--- src/hw/rtl/ssol_pkg.sv ---
// ----------------------------------------------------------------------------
// ssol_pkg
// Shared types and constants of the open-loop six-step start-up sequencer.
// ----------------------------------------------------------------------------
package ssol_pkg;

  localparam int unsigned TICK_FREQ_HZ_DEF = 20000;

  localparam int unsigned DUTY_W   = 15;
  localparam int unsigned SECTOR_W = 3;
  localparam int unsigned STAGE_W  = 2;
  localparam int unsigned STGT_W   = 20;
  localparam int unsigned PERIOD_W = 18;
  localparam int unsigned RPM_W    = 16;
  localparam int unsigned PP_W     = 5;
  localparam int unsigned DVSR_W   = RPM_W + PP_W;
  localparam int unsigned DIV_STEPS = PERIOD_W;
  localparam int unsigned DCNT_W   = $clog2(DIV_STEPS);

  localparam int unsigned CFG_IDX_W  = 3;
  localparam int unsigned CFG_DATA_W = 20;

  // register indexes
  localparam logic [CFG_IDX_W-1:0] REG_ALIGN_DUTY   = 3'd0;
  localparam logic [CFG_IDX_W-1:0] REG_ALIGN_SECT   = 3'd1;
  localparam logic [CFG_IDX_W-1:0] REG_ALIGN_TICKS  = 3'd2;
  localparam logic [CFG_IDX_W-1:0] REG_PP_COUNT     = 3'd3;
  localparam logic [CFG_IDX_W-1:0] REG_DIRECTION    = 3'd4;

  // stage codes
  localparam logic [STAGE_W-1:0] STG_RESET = 2'd0;
  localparam logic [STAGE_W-1:0] STG_ALIGN = 2'd1;
  localparam logic [STAGE_W-1:0] STG_RAMP  = 2'd2;

  localparam logic [SECTOR_W-1:0] SECTOR_MAX = 3'd5;

  localparam logic CMD_TICK    = 1'b0;
  localparam logic CMD_RESTART = 1'b1;

  localparam logic [STGT_W-1:0]   STGT_MAX   = '1;
  localparam logic [PERIOD_W-1:0] PERIOD_MAX = '1;

  typedef struct packed {
    logic             command;
    logic [RPM_W-1:0] speed_setpoint_rpm;
  } in_item_t;

  typedef struct packed {
    logic [STAGE_W-1:0]  stage;
    logic [SECTOR_W-1:0] sector;
    logic [DUTY_W-1:0]   duty_q15;
    logic                commutated;
    logic [PERIOD_W-1:0] period_ticks;
    logic [RPM_W-1:0]    latched_rpm;
  } out_item_t;

  typedef struct packed {
    logic [DUTY_W-1:0]   align_duty;
    logic [SECTOR_W-1:0] align_sect;
    logic [STGT_W-1:0]   align_ticks;
    logic [PP_W-1:0]     pp_count;
    logic                direction;
  } cfg_regs_t;

  // controller -> datapath
  typedef struct packed {
    logic capture;
    logic tick;
    logic div_init;
    logic div_step;
    logic period_load;
    logic out_load;
  } ctrl_cmd_t;

  // datapath -> controller
  typedef struct packed {
    logic comm_now;
  } dp_status_t;

endpackage

--- src/hw/rtl/ssol_datapath.sv ---
// ----------------------------------------------------------------------------
// ssol_datapath
// Start-up state registers, tick update, multiplier and radix-2 divider for
// the commutation period, and the result register.
// ----------------------------------------------------------------------------
module ssol_datapath #(
  parameter int unsigned TICK_FREQ_HZ = ssol_pkg::TICK_FREQ_HZ_DEF
) (
  input  logic                clk,
  input  logic                rst_n,
  input  ssol_pkg::cfg_regs_t cfg,
  input  ssol_pkg::in_item_t  in_data,
  input  ssol_pkg::ctrl_cmd_t cmd,
  output ssol_pkg::dp_status_t status,
  output ssol_pkg::out_item_t out_data
);
  import ssol_pkg::*;

  localparam logic [PERIOD_W-1:0] DIVIDEND = PERIOD_W'(TICK_FREQ_HZ * 10);

  logic                cmd_r, cmd_nxt;
  logic [RPM_W-1:0]    rpm_r, rpm_nxt;
  logic [STAGE_W-1:0]  stage_r, stage_nxt;
  logic [STGT_W-1:0]   se_r, se_nxt;
  logic [PERIOD_W-1:0] ce_r, ce_nxt;
  logic [PERIOD_W-1:0] period_r, period_nxt;
  logic [SECTOR_W-1:0] sector_r, sector_nxt;
  logic [DUTY_W-1:0]   duty_r, duty_nxt;
  logic [RPM_W-1:0]    speed_r, speed_nxt;
  logic                comm_r, comm_nxt;
  logic [DVSR_W-1:0]   dvsr_r, dvsr_nxt;
  logic [DVSR_W:0]     rem_r, rem_nxt;
  logic [PERIOD_W-1:0] quo_r, quo_nxt;
  out_item_t           out_r, out_nxt;

  // tick evaluation
  logic [STGT_W-1:0]   se_inc, se_v;
  logic [PERIOD_W-1:0] ce_inc, ce_v;
  logic                enter_align, in_align, to_ramp, go_ramp, comm;
  logic [SECTOR_W-1:0] sector_v, sector_step, align_sec;
  logic [DVSR_W:0]     rem_sh;

  always_comb begin
    se_inc = (se_r == STGT_MAX) ? se_r : se_r + 1'b1;
    ce_inc = (ce_r == PERIOD_MAX) ? ce_r : ce_r + 1'b1;
    align_sec = (cfg.align_sect > SECTOR_MAX) ? cfg.align_sect - 3'd6 : cfg.align_sect;

    enter_align = (cmd_r == CMD_RESTART) || (stage_r == STG_RESET);
    in_align    = enter_align || (stage_r == STG_ALIGN);
    se_v        = enter_align ? '0 : se_inc;
    sector_v    = enter_align ? align_sec : sector_r;
    to_ramp     = in_align && (se_v >= cfg.align_ticks);
    go_ramp     = to_ramp || (!enter_align && (stage_r == STG_RAMP));
    // entering the ramp restarts the commutation timer
    ce_v        = to_ramp ? '0 : ce_inc;
    comm        = go_ramp && (ce_v >= period_r);

    if (cfg.direction) begin
      sector_step = (sector_v == '0) ? SECTOR_MAX : sector_v - 1'b1;
    end else begin
      sector_step = (sector_v == SECTOR_MAX) ? '0 : sector_v + 1'b1;
    end
  end

  assign status.comm_now = comm;

  always_comb begin
    cmd_nxt    = cmd_r;
    rpm_nxt    = rpm_r;
    stage_nxt  = stage_r;
    se_nxt     = se_r;
    ce_nxt     = ce_r;
    period_nxt = period_r;
    sector_nxt = sector_r;
    duty_nxt   = duty_r;
    speed_nxt  = speed_r;
    comm_nxt   = comm_r;
    dvsr_nxt   = dvsr_r;
    rem_nxt    = rem_r;
    quo_nxt    = quo_r;
    out_nxt    = out_r;
    rem_sh     = {rem_r[DVSR_W-1:0], quo_r[PERIOD_W-1]};

    if (cmd.capture) begin
      cmd_nxt = in_data.command;
      rpm_nxt = in_data.speed_setpoint_rpm;
    end

    if (cmd.tick) begin
      se_nxt     = to_ramp ? '0 : se_v;
      ce_nxt     = comm ? '0 : ce_v;
      sector_nxt = comm ? sector_step : sector_v;
      comm_nxt   = comm;
      if (enter_align) begin
        duty_nxt  = cfg.align_duty;
        stage_nxt = STG_ALIGN;
      end
      if (to_ramp) begin
        stage_nxt = STG_RAMP;
      end
      if (comm) begin
        speed_nxt = rpm_r;
      end
    end

    // a zero divisor yields an all-ones quotient, which is the saturated period
    if (cmd.div_init) begin
      dvsr_nxt = DVSR_W'(rpm_r) * DVSR_W'(cfg.pp_count);
      rem_nxt  = '0;
      quo_nxt  = DIVIDEND;
    end

    if (cmd.div_step) begin
      if (rem_sh >= {1'b0, dvsr_r}) begin
        rem_nxt = rem_sh - {1'b0, dvsr_r};
        quo_nxt = {quo_r[PERIOD_W-2:0], 1'b1};
      end else begin
        rem_nxt = rem_sh;
        quo_nxt = {quo_r[PERIOD_W-2:0], 1'b0};
      end
    end

    if (cmd.period_load) begin
      period_nxt = quo_r;
    end

    if (cmd.out_load) begin
      out_nxt.stage        = stage_r;
      out_nxt.sector       = sector_r;
      out_nxt.duty_q15     = duty_r;
      out_nxt.commutated   = comm_r;
      out_nxt.period_ticks = period_r;
      out_nxt.latched_rpm  = speed_r;
    end
  end

  always_ff @(posedge clk) begin
    if (!rst_n) begin
      stage_r  <= STG_RESET;
      se_r     <= '0;
      ce_r     <= '0;
      period_r <= '0;
      sector_r <= '0;
      duty_r   <= '0;
      speed_r  <= '0;
    end else begin
      stage_r  <= stage_nxt;
      se_r     <= se_nxt;
      ce_r     <= ce_nxt;
      period_r <= period_nxt;
      sector_r <= sector_nxt;
      duty_r   <= duty_nxt;
      speed_r  <= speed_nxt;
    end
  end

  always_ff @(posedge clk) begin
    cmd_r  <= cmd_nxt;
    rpm_r  <= rpm_nxt;
    comm_r <= comm_nxt;
    dvsr_r <= dvsr_nxt;
    rem_r  <= rem_nxt;
    quo_r  <= quo_nxt;
    out_r  <= out_nxt;
  end

  assign out_data = out_r;

endmodule

--- src/hw/rtl/ssol_ctrl.sv ---
// ----------------------------------------------------------------------------
// ssol_ctrl
// Sequencer: take one transaction, evaluate the tick, run the period
// divider on a commutation, then hand the result to the output register.
// ----------------------------------------------------------------------------
module ssol_ctrl (
  input  logic                 clk,
  input  logic                 rst_n,
  input  logic                 in_valid,
  output logic                 in_ready,
  output logic                 out_valid,
  input  logic                 out_ready,
  input  ssol_pkg::dp_status_t status,
  output ssol_pkg::ctrl_cmd_t  cmd
);
  import ssol_pkg::*;

  localparam logic [2:0] S_IDLE = 3'd0;
  localparam logic [2:0] S_TICK = 3'd1;
  localparam logic [2:0] S_MUL  = 3'd2;
  localparam logic [2:0] S_DIV  = 3'd3;
  localparam logic [2:0] S_WB   = 3'd4;
  localparam logic [2:0] S_DONE = 3'd5;

  localparam logic [DCNT_W-1:0] CNT_LAST = DCNT_W'(DIV_STEPS - 1);

  logic [2:0]        state_r, state_nxt;
  logic [DCNT_W-1:0] cnt_r, cnt_nxt;
  logic              ovld_r, ovld_nxt;

  assign in_ready  = (state_r == S_IDLE);
  assign out_valid = ovld_r;

  always_comb begin
    state_nxt = state_r;
    cnt_nxt   = cnt_r;
    ovld_nxt  = ovld_r && !out_ready;
    cmd       = '0;
    case (state_r)
      S_IDLE: begin
        if (in_valid) begin
          cmd.capture = 1'b1;
          state_nxt   = S_TICK;
        end
      end
      S_TICK: begin
        cmd.tick  = 1'b1;
        state_nxt = status.comm_now ? S_MUL : S_DONE;
      end
      S_MUL: begin
        cmd.div_init = 1'b1;
        cnt_nxt      = '0;
        state_nxt    = S_DIV;
      end
      S_DIV: begin
        cmd.div_step = 1'b1;
        cnt_nxt      = cnt_r + 1'b1;
        if (cnt_r == CNT_LAST) begin
          state_nxt = S_WB;
        end
      end
      S_WB: begin
        cmd.period_load = 1'b1;
        state_nxt       = S_DONE;
      end
      S_DONE: begin
        // hold until the output register is free
        if (!ovld_r || out_ready) begin
          cmd.out_load = 1'b1;
          ovld_nxt     = 1'b1;
          state_nxt    = S_IDLE;
        end
      end
      default: begin
        state_nxt = S_IDLE;
      end
    endcase
  end

  always_ff @(posedge clk) begin
    if (!rst_n) begin
      state_r <= S_IDLE;
      cnt_r   <= '0;
      ovld_r  <= 1'b0;
    end else begin
      state_r <= state_nxt;
      cnt_r   <= cnt_nxt;
      ovld_r  <= ovld_nxt;
    end
  end

endmodule

--- src/hw/rtl/six_step_open_loop_startup.sv ---
// ----------------------------------------------------------------------------
// six_step_open_loop_startup
// Open-loop six-step motor start-up sequencer, one transaction per PWM tick.
// ----------------------------------------------------------------------------
// Usage:
//   Input channel (in_valid/in_ready/in_data) takes one transaction per PWM
//   tick: command 0 advances one tick, command 1 restarts the start-up
//   (align, then ramp) and then ticks. Output channel (out_valid/out_ready/
//   out_data) returns exactly one transaction per input transaction with
//   stage, sector, duty, commutation flag, period and latched speed.
//   Configuration: write cfg_wdata to register cfg_index while cfg_wr_en is
//   high; write only while no tick is in flight.
//   Commutation: a tick with a commutation adds the divisor setup, the
//   18-step restoring divider that computes the new commutation period one
//   quotient bit a cycle, and the period write-back before the result.
//   One tick is processed at a time: a new transaction is not accepted
//   until the result of the last one is in the output register.
//   Reset: synchronous, active low; clears the sequencer to the reset stage
//   and the control, start-up state and configuration registers to their
//   reset values (pole pair count to 1), but not the data registers.
//   Stall: a finished result waits in the output register; the next input
//   transaction is still accepted and processed, then holds until the
//   output register is taken.
// ----------------------------------------------------------------------------
module six_step_open_loop_startup #(
  parameter int unsigned TICK_FREQ_HZ = ssol_pkg::TICK_FREQ_HZ_DEF
) (
  input  logic                                clk,
  input  logic                                rst_n,
  input  logic                                in_valid,
  output logic                                in_ready,
  input  ssol_pkg::in_item_t                  in_data,
  output logic                                out_valid,
  input  logic                                out_ready,
  output ssol_pkg::out_item_t                 out_data,
  input  logic                                cfg_wr_en,
  input  logic [ssol_pkg::CFG_IDX_W-1:0]      cfg_index,
  input  logic [ssol_pkg::CFG_DATA_W-1:0]     cfg_wdata
);
  import ssol_pkg::*;

  cfg_regs_t  cfg_r, cfg_nxt;
  ctrl_cmd_t  cmd;
  dp_status_t status;

  always_comb begin
    cfg_nxt = cfg_r;
    if (cfg_wr_en) begin
      case (cfg_index)
        REG_ALIGN_DUTY:   cfg_nxt.align_duty   = cfg_wdata[DUTY_W-1:0];
        REG_ALIGN_SECT:   cfg_nxt.align_sect   = cfg_wdata[SECTOR_W-1:0];
        REG_ALIGN_TICKS:  cfg_nxt.align_ticks  = cfg_wdata[STGT_W-1:0];
        REG_PP_COUNT:     cfg_nxt.pp_count     = cfg_wdata[PP_W-1:0];
        REG_DIRECTION:    cfg_nxt.direction    = cfg_wdata[0];
        default: begin
          cfg_nxt = cfg_r;
        end
      endcase
    end
  end

  always_ff @(posedge clk) begin
    if (!rst_n) begin
      cfg_r.align_duty   <= '0;
      cfg_r.align_sect   <= '0;
      cfg_r.align_ticks  <= '0;
      cfg_r.pp_count     <= PP_W'(1);
      cfg_r.direction    <= 1'b0;
    end else begin
      cfg_r <= cfg_nxt;
    end
  end

  ssol_ctrl u_ctrl (
    .clk       (clk),
    .rst_n     (rst_n),
    .in_valid  (in_valid),
    .in_ready  (in_ready),
    .out_valid (out_valid),
    .out_ready (out_ready),
    .status    (status),
    .cmd       (cmd)
  );

  ssol_datapath #(
    .TICK_FREQ_HZ (TICK_FREQ_HZ)
  ) u_dp (
    .clk      (clk),
    .rst_n    (rst_n),
    .cfg      (cfg_r),
    .in_data  (in_data),
    .cmd      (cmd),
    .status   (status),
    .out_data (out_data)
  );

endmodule

--- config.mk ---
export PLATFORM = sky130hd
export DESIGN_NAME = six_step_open_loop_startup
export DESIGN_NICKNAME = d
export VERILOG_FILES = /design/src/hw/rtl/ssol_pkg.sv /design/src/hw/rtl/ssol_datapath.sv /design/src/hw/rtl/ssol_ctrl.sv /design/src/hw/rtl/six_step_open_loop_startup.sv
export SDC_FILE = /design/constraint.sdc
export NUM_CORES = 1
export LEC_CHECK = 0
export ABC_CLOCK_PERIOD_IN_PS = 8900
export BUFFER_PORTS_ARGS = -buffer_cell sky130_fd_sc_hd__buf_2
export CAP_MARGIN = 10
export CORE_ASPECT_RATIO = 0.7
export CORE_MARGIN = 5
export CORE_UTILIZATION = 50
export DETAILED_ROUTE_END_ITERATION = 7
export HOLD_SLACK_MARGIN = 0.05
export PLACE_DENSITY = 0.68
export SETUP_SLACK_MARGIN = 0.4
export SYNTH_ARGS = -nofsm -noshare
export SYNTH_HDL_FRONTEND = slang
export SYNTH_SLANG_ARGS = --single-unit
--- constraint.sdc ---
create_clock -name clk -period 8.9 [get_ports clk]
set_input_delay 0.445 -clock clk [delete_from_list [all_inputs] [get_ports clk]]
set_output_delay 0.445 -clock clk [all_outputs]
set_load 0.01 [all_outputs]
# Yosys cells after proc, flatten, opt, wreduce, memory -nomap -nowiden
# Cells that the tools add are included.
[op_classes]
add_sub_neg = 7
multipliers = 1
n_lt_le_gt_ge = 4
n_eq_ne = 18
muxes = 36
reduce_logical = 27
[ops]
columns = ["op", "count"]
rows = [
  ["two-way mux 18 bit", 5],
  ["two-way mux 21 bit", 3],
  ["two-way mux 20 bit", 3],
  ["two-way mux 3 bit", 10],
  [">= comparator 22 x 21 -> 1 bit", 1],
  ["multiplier 16 x 5 -> 21 bit", 1],
  ["subtractor 21 bit", 1],
  ["adder 20 x 1 -> 20 bit, second input constant", 1],
  ["== test 20 bit, second input constant", 1],
  [">= comparator 20 bit", 1],
  ["adder 18 x 1 -> 18 bit, second input constant", 1],
  ["== test 18 bit, second input constant", 1],
  [">= comparator 18 bit", 1],
  ["one-hot mux 3 bit (6 select lines)", 1],
  ["AND reduction 2 bit", 8],
  ["== test 3 x 2 -> 1 bit, second input constant", 4],
  ["== test 3 bit, second input constant", 4],
  ["two-way mux 1 bit", 11],
  ["one-hot mux 5 bit (2 select lines)", 1],
  ["logical NOT 3 bit", 3],
  ["== test 3 x 1 -> 1 bit, second input constant", 2],
  ["nonzero test 2 bit", 3],
  ["adder 5 x 1 -> 5 bit, second input constant", 1],
  ["== test 5 bit, second input constant", 1],
  ["14 further kinds", 24],
]
[word_totals]
regBits = 278
inputBits = 45
out_inout_bits = 57
elab_cells = 120

# Longest topological paths before layout
# Gate-level depths: netlist of run 1.
[logic_depth]
word_depth = 10
ltp_mapped = 28
depth_no_buf = 25

# Cells and area by module
# Synthesis of run 1 repeated with hierarchy kept, for this count alone.
[hier_totals]
hier_cells = 1603
area_unflattened_um2 = 15916.5
[by_module_without_submodules]
columns = ["module", "n_inst", "cells_each", "area_per_inst_um2", "seq_area_each_um2"]
rows = [
  ["ssol_datapath", 1, 1370, 13705.6, 5835.6],
  ["six_step_open_loop_startup", 1, 169, 1684.1, 880.8],
  ["ssol_ctrl", 1, 64, 526.8, 180.2],
]

# Least setup slack after synthesis of run 1
# OpenSTA, ideal clock, no wires.
[synth_path]
path_type = "register to register"
startpoint = "reg u_dp.se_r[3]"
endpoint = "reg u_dp.ce_r[13]"
setup_time_ns = 0.060
arrival_time_ns = 5.165
t_required_ns = 8.840
slack_ns = 3.676
stages_incl_launch_ff = 27
path_buffers = 4
period_less_slack_ns = 5.224
cell_sequence = "dfxtp_1 -> buf_2 -> nand4_1 -> nor4_4 -> a31oi_1 -> nand2_1 -> xor2_1 -> nor2_1 -> ha_1 -> a21oi_1 -> o21ai_1 -> a2111oi_0 -> o21a_1 -> o21ai_2 -> and2_1 -> clkbuf_1 -> buf_6 -> nor3_1 -> ha_1 -> a211o_1 -> a21oi_1 -> o21ai_0 -> a311o_1 -> o211a_4 -> buf_2 -> o41ai_1 -> a41o_1"
[synth_between]
elab_chain_len = 9
elab_cells_between_ends = 11
cone_classes = "1 x add/sub; 2 x order compare; 1 x eq/ne; 4 x mux; 3 x reduce/logical"
[synth_lines]
columns = ["item", "line_no", "rtl"]
rows = [
  ["start: declaration", "ssol_datapath.sv:24", "logic [STGT_W-1:0] se_r, se_nxt;"],
  ["start signal: assignment", "ssol_datapath.sv:148", "se_r <= se_nxt;"],
  ["adder 20 x 1 -> 20 bit or == test 20 bit (tied branches)", "ssol_datapath.sv:44", "se_inc = (se_r == STGT_MAX) ? se_r : se_r + 1'b1;"],
  ["two-way mux 20 bit (*)", "ssol_datapath.sv:44", ""],
  ["two-way mux 20 bit (*)", "ssol_datapath.sv:50", "se_v = enter_align ? '0 : se_inc;"],
  [">= comparator 20 bit (*)", "ssol_datapath.sv:52", "to_ramp = in_align && (se_v >= cfg.align_ticks);"],
  ["logical AND 1 bit (*)", "ssol_datapath.sv:52", ""],
  ["two-way mux 18 bit", "ssol_datapath.sv:55", "ce_v = to_ramp ? '0 : ce_inc;"],
  [">= comparator 18 bit", "ssol_datapath.sv:56", "comm = go_ramp && (ce_v >= period_r);"],
  ["logical AND 1 bit (*)", "ssol_datapath.sv:56", ""],
  ["named net status", "six_step_open_loop_startup.sv:44", "dp_status_t status;"],
  ["two-way mux 18 bit (*)", "ssol_datapath.sv:91", "ce_nxt = comm ? '0 : ce_v;"],
  ["end signal: assignment", "ssol_datapath.sv:149", "ce_r <= ce_nxt;"],
  ["end: declaration", "ssol_datapath.sv:25", "logic [PERIOD_W-1:0] ce_r, ce_nxt;"],
]
# Mark *: on every way through the listed nets, which the timed path passes. The rest lies on a longest branch.
# A chain may end at the register's enable or synchronous reset.

# Worst setup path in the final report of run 1
[layout_path]
startpoint = "reg u_dp.se_r[3]"
endpoint = "reg u_dp.speed_r[1]"
[layout_between]
elab_chain_len = 9
elab_cells_between_ends = 11
cone_classes = "1 x add/sub; 2 x order compare; 1 x eq/ne; 3 x mux; 4 x reduce/logical"
[layout_lines]
columns = ["item", "line_no", "rtl"]
rows = [
  ["adder 20 x 1 -> 20 bit or == test 20 bit (tied branches)", "ssol_datapath.sv:44", ""],
  ["two-way mux 20 bit (*)", "ssol_datapath.sv:44", ""],
  ["two-way mux 20 bit (*)", "ssol_datapath.sv:50", ""],
  [">= comparator 20 bit (*)", "ssol_datapath.sv:52", ""],
  ["logical AND 1 bit (*)", "ssol_datapath.sv:52", ""],
  ["two-way mux 18 bit", "ssol_datapath.sv:55", ""],
  [">= comparator 18 bit", "ssol_datapath.sv:56", ""],
  ["logical AND 1 bit (*)", "ssol_datapath.sv:56", ""],
  ["AND reduction 2 bit (no line) (*)", "--", ""],
  ["end signal: assignment", "ssol_datapath.sv:153", "speed_r <= speed_nxt;"],
  ["end: declaration", "ssol_datapath.sv:29", "logic [RPM_W-1:0] speed_r, speed_nxt;"],
]
# Every way passes the cells marked *; elsewhere a longest branch is shown, timed or not.

==> insert_results.sql, run 1 <==
INSERT INTO impl_metrics (metric_group, metric, value, unit) VALUES
('floorplan', 'row_count', '53', ''),
('run_status', 'status', 'complete, no violations', ''),
('placement', 'gpl.final_weighted_congestion', '0.8619', ''),
('setup_path', 'timing.rr.end', 'u_dp.speed_r[1]', ''),
('cts', 'tritoncts.num_buffers', '28', ''),
('cts', 'post_cts_resized', '0', ''),
('synthesis', 'synth.yosys.seq_area_share', '44.76', '%'),
('global_route', 'gr-total-overflow', '0', ''),
('setup_path', 'reg2regPathDepth', '25', ''),
('power_and_ir_drop', 'seq_power_share', '43.3', '%'),
('power_and_ir_drop', 'power_leakage', '6.881', 'nW'),
('synthesis', 'synth-edff-count', '133', ''),
('global_route', 'grt_first_pass_wirelength', '57120', 'um'),
('floorplan', 'floorplan.io_pins', '102', ''),
('routing', 'drt_first_pass_iters', '5', ''),
('routing', 'route.layer.met1.wl', '17590', 'um'),
('placement', 'buffer_ports.inserted', '101', ''),
('routing', 'detail_route.wirelength', '34750', 'um'),
('global_route', 'grt_antenna_before_repair', '4', ''),
('timing', 'timing.final.setup_violations', '0', ''),
('cts', 'clkSinkCount', '278', ''),
('worst_hold_path', 'min_path_cells', '1', ''),
('finish', 'finish.net_count', '1864', ''),
('setup_path', 'criticalPathCategory', 'flip-flop to flip-flop', ''),
('finish', 'layout-drive-gt1-share', '10.97', '%'),
('routing', 'drt-vias-per-instance', '5.456', ''),
('synthesis', 'yosysTopAreaCellShare', '25.92', '%'),
('synthesis', 'async_flop_share', '0', '%'),
('synthesis', 'post_synth.cell_area_avg', '9.565', 'sq um'),
('power_and_ir_drop', 'powerDensity', '225.9', 'mW/mm^2'),
('finish', 'layout.cells.most_common', 'sky130_fd_sc_hd__nand2_1', ''),
('setup_path', 'worstPathRequired', '9.31', 'ns'),
('setup_path', 'worst_setup_path_end_kind', 'flip-flop', ''),
('timing', 'final.min_clock_period', '7.355', 'ns'),
('timing', 'relSlewSlack', '20.31', '%'),
('floorplan', 'core', '0.03024', 'sq mm'),
('timing', 'finalHoldViolCount', '0', ''),
('setup_path', 'reg2reg_slack', '1.55', 'ns'),
('timing', 'maxClockFrequency', '136.0', 'MHz'),
('cts', 'cts_htree_levels', '1', ''),
('timing', 'maxSlewViolCount', '0', ''),
('setup_path', 'worstPathMaxFanout', '25', ''),
('global_route', 'grt_pass1_vias', '11010', ''),
('cts', 'tritoncts', 'yes', ''),
('timing', 'layout_setup_ws', '1.545', 'ns'),
('cts', 'clock_insertion_delay_worst_skew', '0.55', 'ns'),
('cts', 'cts-root-to-sink-buffers', '3', ''),
('finish', 'final_cell_mix', '244 x sky130_fd_sc_hd__nand2_1, 145 x sky130_fd_sc_hd__dfxtp_1, 140 x sky130_fd_sc_hd__nor2_1', ''),
('timing', 'finalSetupTns', '0', 'ns'),
('routing', 'met2WireLength', '14380', 'um'),
('setup_path', 'cp-start-kind', 'flip-flop', ''),
('routing', 'antenna_left', '0', ''),
('power_and_ir_drop', 'power_switching_share', '33.31', '%'),
('floorplan', 'fp.dieW', '219.8', 'um'),
('setup_path', 'worst-endpoint-arrival', '7.77', 'ns'),
('timing', 'finClkSkew', '0.008742', 'ns'),
('power_and_ir_drop', 'ir_drop', '0.0001544', 'V'),
('floorplan', 'die_h', '156.9', 'um'),
('global_route', 'track_usage', '20.08', '%'),
('routing', 'detail_route.drc_violations', '0', ''),
('finish', 'flow.area_growth_from_synthesis', '11.53', '%'),
('synthesis', 'ys_dominant_reg_cell', 'sky130_fd_sc_hd__dfxtp_1', ''),
('synthesis', 'yosys_register_bits', '278', ''),
('synthesis', 'syn_inst', '1611', ''),
('finish', 'antenna_cells', '0', ''),
('routing', 'met3WireLength', '2205', 'um'),
('power_and_ir_drop', 'power_switching', '1.293', 'mW'),
('synthesis', 'synth.distinct_cells', '78', ''),
('synthesis', 'postSynthNetCount', '1792', ''),
('global_route', 'grt_start_max_net_pins', '76', ''),
('setup_path', 'regToRegStartpoint', 'u_dp.se_r[3]', '');
-- cells in the mapped netlist, types with 20 or more instances --
master and number:
sky130_fd_sc_hd__mux2i_1 44, sky130_fd_sc_hd__nor3_1 25, sky130_fd_sc_hd__dfxtp_1 145, sky130_fd_sc_hd__and2_1 45, sky130_fd_sc_hd__xnor2_1 34, sky130_fd_sc_hd__nand2_1 244
sky130_fd_sc_hd__xor2_1 25, sky130_fd_sc_hd__edfxtp_1 133, sky130_fd_sc_hd__nand4_1 20, sky130_fd_sc_hd__a21oi_1 128, sky130_fd_sc_hd__o21ai_0 30, sky130_fd_sc_hd__nor2_1 140
sky130_fd_sc_hd__and3_1 23, sky130_fd_sc_hd__inv_1 113, sky130_fd_sc_hd__clkbuf_1 60, sky130_fd_sc_hd__ha_1 93, sky130_fd_sc_hd__nand3_1 42, sky130_fd_sc_hd__fa_1 43
-- routing by layer --
metal / track usage, % / vias up
met3: 4.351 / 40
met2: 29.47 / 284
met5: 0 / -
met1: 30.93 / 5472
li1: - / 5740
met4: 3.475 / 8
-- worst max-delay path, cell delays in order, from the launching register on --
cell and delay, ns:
sky130_fd_sc_hd__dfxtp_1 0.47, sky130_fd_sc_hd__nand4_1 0.27, sky130_fd_sc_hd__nor4_4 0.53, sky130_fd_sc_hd__nand3_2 0.36
sky130_fd_sc_hd__nand2b_2 0.21, sky130_fd_sc_hd__nor3_1 0.10, sky130_fd_sc_hd__xnor2_1 0.23, sky130_fd_sc_hd__nor2_1 0.07
sky130_fd_sc_hd__ha_1 0.34, sky130_fd_sc_hd__nand2_1 0.06, sky130_fd_sc_hd__o21ai_1 0.17, sky130_fd_sc_hd__a41oi_1 0.06
sky130_fd_sc_hd__or3_1 0.33, sky130_fd_sc_hd__o21ai_2 0.32, sky130_fd_sc_hd__and2_1 0.84, sky130_fd_sc_hd__nor2_1 0.16
sky130_fd_sc_hd__ha_1 0.32, sky130_fd_sc_hd__nand2_1 0.04, sky130_fd_sc_hd__o21ai_0 0.14, sky130_fd_sc_hd__a21oi_1 0.09
sky130_fd_sc_hd__o21ai_0 0.27, sky130_fd_sc_hd__a311o_1 0.30, sky130_fd_sc_hd__o2111a_1 1.01, sky130_fd_sc_hd__buf_4 0.25
sky130_fd_sc_hd__mux2i_1 0.18, sky130_fd_sc_hd__nor2_1 0.05
-- power groups by stage --
stage          logic [mW]  registers [mW]  clock network, mW
2_1_floorplan       0.771            1.65                  0
3_3_place_gp        0.993            1.70                  0
3_5_place_dp         1.01            1.70                  0
4_1_cts              1.02            1.68               1.21
5_1_grt              1.13            1.70               1.27
6_report             1.02            1.68               1.18
-- worst max path at each step --
stage / cells after the start / slack (ns) / start / to
4_1_cts: 25 / 1.59 / u_dp.se_r[3] / u_dp.speed_r[1]
3_3_place_gp: 25 / 1.79 / u_dp.se_r[3] / u_dp.speed_r[1]
2_1_floorplan: 26 / 3.68 / u_dp.se_r[3] / u_dp.ce_r[13]
5_1_grt: 25 / 0.91 / u_dp.se_r[3] / u_dp.speed_r[1]
3_5_place_dp: 25 / 1.62 / u_dp.se_r[3] / u_dp.speed_r[1]
6_report: 25 / 1.55 / u_dp.se_r[3] / u_dp.speed_r[1]
-- through the flow --
| step | instances | power (mW) | hold WS (ns) | cell area, sq um |
|---|---|---|---|---|
| after detailed placement | 2057 | 2.715 | 0.4066 | 16180 |
| after floorplan | 1611 | 2.425 | 0.4003 | 15410 |
| final | 2116 | 3.883 | 0.07432 | 17190 |
| after global placement | 2057 | 2.694 | 0.4058 | 16180 |
| after CTS | 2116 | 3.914 | 0.05073 | 17190 |
| after global routing | 2116 | 4.101 | 0.05311 | 17190 |
-- layout make-up --
cell class	instances	area, sq um	share of cell area, %
well taps	412	515.5	3.000
clock buffers	37	785.8	4.572
repair buffers	120	668.1	3.888
multi-input cells	1140	7749	45.09
clock inverters	14	137.6	0.8009
flip-flops and latches	278	6897	40.13
inverters	115	432.9	2.519
-- what timing repair did --
action	CTS	global route
hold endpoints to repair	8	0
hold buffers	8	0
buffers inserted	0	0
-- logic make-up after synthesis --
kind of cell | synth area share [%]
AND/OR/NAND/NOR | 18.28
XOR/XNOR | 3.354
flip-flops | 44.76
adder cells (fa/ha/maj) | 13.14
AO/OA/AOI/OAI | 12.58
buffers and inverters | 5.034
multiplexers | 2.858
-- registers in the layout (all words and copies together), names as in the netlist --
signal / count
u_dp.out_data: 55
cfg_r: 44
u_dp.dvsr_r: 21
u_dp.rem_r: 21
u_dp.se_r: 20
u_dp.ce_r: 18
u_dp.period_r: 18
u_dp.quo_r: 18
u_dp.rpm_r: 16
u_dp.speed_r: 16
u_dp.duty_r: 15
u_ctrl.cnt_r: 5
u_ctrl.state_r: 3
u_dp.sector_r: 3
u_dp.stage_r: 2
u_ctrl.out_valid: 1
u_dp.cmd_r: 1
u_dp.comm_r: 1
Note: power is estimated with default switching activity, not from simulation.
==> run 2: changes to the inputs <==
--- a/config.mk
+++ b/config.mk
@@ -5,7 +5,7 @@
 export SDC_FILE = /design/constraint.sdc
 export NUM_CORES = 1
 export LEC_CHECK = 0
-export ABC_CLOCK_PERIOD_IN_PS = 8900
+export ABC_CLOCK_PERIOD_IN_PS = 7000
 export BUFFER_PORTS_ARGS = -buffer_cell sky130_fd_sc_hd__buf_2
 export CAP_MARGIN = 10
 export CORE_ASPECT_RATIO = 0.7
==> constraint.sdc (replaced) <==
create_clock -name clk -period 7 [get_ports clk]
set_input_delay 0.35 -clock clk [delete_from_list [all_inputs] [get_ports clk]]
set_output_delay 0.35 -clock clk [all_outputs]
set_load 0.01 [all_outputs]
==> insert_results.sql, run 2 (synthesized netlist as in run 1, its figures left out) <==
INSERT INTO impl_metrics (metric_group, metric, value, unit) VALUES
('setup_path', 'crit_path_slowest_cell', 'sky130_fd_sc_hd__nor4_4', ''),
('finish', 'layout-drive-gt1-share', '11.12', '%'),
('placement', 'buffer_ports.inserted', '101', ''),
('finish', 'final_cell_mix', '244 x sky130_fd_sc_hd__nand2_1, 145 x sky130_fd_sc_hd__dfxtp_1, 140 x sky130_fd_sc_hd__nor2_1', ''),
('timing', 'worst_pin_slew', '1.208', 'ns'),
('cts', 'cts-root-to-sink-buffers', '3', ''),
('placement', 'gpl.final_weighted_congestion', '0.8421', ''),
('finish', 'flow.area_growth_from_synthesis', '13.53', '%'),
('cts', 'cts.root.buffer_cell', 'sky130_fd_sc_hd__clkbuf_16', ''),
('setup_path', 'criticalPathCategory', 'flip-flop to flip-flop', ''),
('timing', 'finalHoldViolCount', '0', ''),
('setup_path', 'critical_path.max_stage_delay', '0.53', 'ns'),
('timing', 'layout_setup_ws', '0.8374', 'ns'),
('floorplan', 'die_h', '156.9', 'um'),
('setup_path', 'worstPathMaxFanout', '20', ''),
('floorplan', 'dieArea', '0.03448', 'sq mm'),
('placement', 'detailedPlace.worstSlack', '0.4985', 'ns'),
('run_status', 'status', 'complete, no violations', ''),
('timing', 'finalSetupTns', '0', 'ns'),
('timing', 'maxSlewViolCount', '0', ''),
('floorplan', 'row_count', '53', ''),
('power_and_ir_drop', 'power_leakage', '7.002', 'nW'),
('cts', 'cts_htree_levels', '1', ''),
('timing', 'relSlewSlack', '19.47', '%'),
('routing', 'detail_route.drc_violations', '0', ''),
('setup_path', 'worst-path-buf-inv', '1', ''),
('setup_path', 'critical_path.top_delay_family', 'simple AND/OR/NAND/NOR gates', ''),
('cts', 'cts_setup_buffers', '0', ''),
('floorplan', 'fp.dieW', '219.8', 'um'),
('placement', 'detailed_place_hpwl', '25240', 'um'),
('global_route', 'grt_antenna_before_repair', '2', ''),
('power_and_ir_drop', 'power.internal', '3.271', 'mW'),
('finish', 'layout.cells.most_common', 'sky130_fd_sc_hd__nand2_1', ''),
('finish', 'design_area', '0.01749', 'sq mm'),
('timing', 'finClkSkew', '0.02913', 'ns'),
('routing', 'drt_first_pass_iters', '5', ''),
('routing', 'drt-vias-per-instance', '5.457', ''),
('cts', 'clk_pin_slew_worst_paths', '0.06', 'ns'),
('floorplan', 'floorplan.io_pins', '102', ''),
('global_route', 'gr-total-overflow', '0', ''),
('global_route', 'grt_first_pass_wirelength', '57930', 'um'),
('cts', 'clkSinkCount', '278', ''),
('routing', 'initialDrtViolationCount', '721', ''),
('power_and_ir_drop', 'power_switching_share', '33.87', '%'),
('power_and_ir_drop', 'ir_drop', '0.0001780', 'V'),
('power_and_ir_drop', 'comb_power_share', '26.6', '%'),
('timing', 'maxClockFrequency', '162.3', 'MHz'),
('cts', 'tritoncts.num_buffers', '28', ''),
('timing', 'timing.final.setup_violations', '0', ''),
('setup_path', 'worstPathRequired', '7.44', 'ns'),
('global_route', 'track_usage', '20.34', '%'),
('routing', 'detail_route.wirelength', '35270', 'um'),
('timing', 'rsz0062_at_grt', 'false', ''),
('power_and_ir_drop', 'clock_power_share', '30.2', '%'),
('routing', 'wl_per_cell', '16.40', 'um'),
('power_and_ir_drop', 'power_switching', '1.675', 'mW'),
('finish', 'largest_register_ff_count', '55', ''),
('setup_path', 'worst-endpoint-arrival', '6.61', 'ns'),
('global_route', 'grt_start_max_net_pins', '95', ''),
('routing', 'antenna_left', '0', ''),
('setup_path', 'cp-start-kind', 'flip-flop', ''),
('placement', 'post_dp_cell_area', '0.01619', 'sq mm'),
('power_and_ir_drop', 'powerDensity', '282.7', 'mW/mm^2'),
('finish', 'finalCoreUtilization', '57.85', '%'),
('setup_path', 'worst_setup_path_end_kind', 'flip-flop', ''),
('floorplan', 'starting_density', '50.96', '%'),
('timing', 'post-route-period-util', '88.04', '%'),
('cts', 'tritoncts', 'yes', ''),
('global_route', 'grt_pass1_vias', '11160', ''),
('cts', 'clock_insertion_delay_worst_skew', '0.57', 'ns'),
('timing', 'final.min_clock_period', '6.163', 'ns'),
('finish', 'finish.net_count', '1894', ''),
('run', 'cap_viol_max_count', '0', ''),
('floorplan', 'core', '0.03024', 'sq mm'),
('power_and_ir_drop', 'seq_power_share', '43.2', '%'),
('routing', 'vias', '11730', ''),
('worst_hold_path', 'hold_class', 'input port to flip-flop', '');
-- run 2: cell count changes in the layout (fill, tap and decap cells not counted), sizes merged --
cell         before  now
buf             112  113
clkbuf           37   33
diode             0    3
clkinv           10   12
clkinvlp          2    4
inv             115  116
dlygate4sd3       8   37
-- run 2: stage by stage --
step           hold slack, ns  instances  total power [mW]
4_1_cts                0.1604       2147             4.975
6_report               0.1891       2150             4.946
5_1_grt                0.2095       2148             5.222
3_3_place_gp           0.4129       2058             3.424
2_1_floorplan          0.4003       1611             3.083
3_5_place_dp           0.4169       2058             3.452
-- run 2: area by class of cell --
cell class / count / area (sq um)
well taps: 412 / 515.5
clock buffers: 33 / 729.5
inverters: 115 / 432.9
diodes: 3 / 7.507
flip-flops and latches: 278 / 6897
clock inverters: 19 / 188.9
repair buffers: 150 / 965.9
fillers: 2580 / 12750
multi-input cells: 1140 / 7756
-- run 2: worst paths after layout --
check	from	end	slack [ns]	depth (start not counted)
setup / recovery	u_dp.se_r[3]	u_dp.sector_r[1]	0.84	25
hold / removal	cfg_index[0]	cfg_r[6]	0.19	4
setup reg to reg	u_dp.se_r[3]	u_dp.sector_r[1]	0.84	25
hold reg to reg	u_dp.duty_r[11]	u_dp.out_data[46]	0.43	0
-- run 2: worst register-to-register path: cells and delay by family, from the launching register on --
| kind | cells | cell delay, ns |
|---|---|---|
| AOI/OAI and AO/OA | 10 | 1.99 |
| xor gates and xnor gates | 1 | 0.16 |
| adders and majority gates | 2 | 0.63 |
| buffers and inverters | 1 | 0.34 |
| DFF | 1 | 0.49 |
| and+or+nand+nor | 11 | 2.46 |
-- run 2: metal layers --
layer | up-vias | GRT usage [%] | share of wire (%)
met5 | - | 0 | 0.020
met4 | 2 | 3.505 | 1.6
met3 | 39 | 3.694 | 5.6
met2 | 283 | 30.19 | 42
met1 | 5615 | 31.53 | 51
li1 | 5793 | - | -
-- run 2: power groups by stage --
stage          clock network [mW]  registers [mW]  logic [mW]
2_1_floorplan                   0            2.10       0.981
3_3_place_gp                    0            2.16        1.26
3_5_place_dp                    0            2.17        1.29
4_1_cts                      1.53            2.13        1.31
5_1_grt                      1.60            2.16        1.46
6_report                     1.50            2.14        1.31
-- run 2: repair_timing --
item                                   CTS  global route
endpoints found under the hold margin   50             0
hold buffers                            37             0
setup endpoints to repair                0            37
resized for setup                        0             3
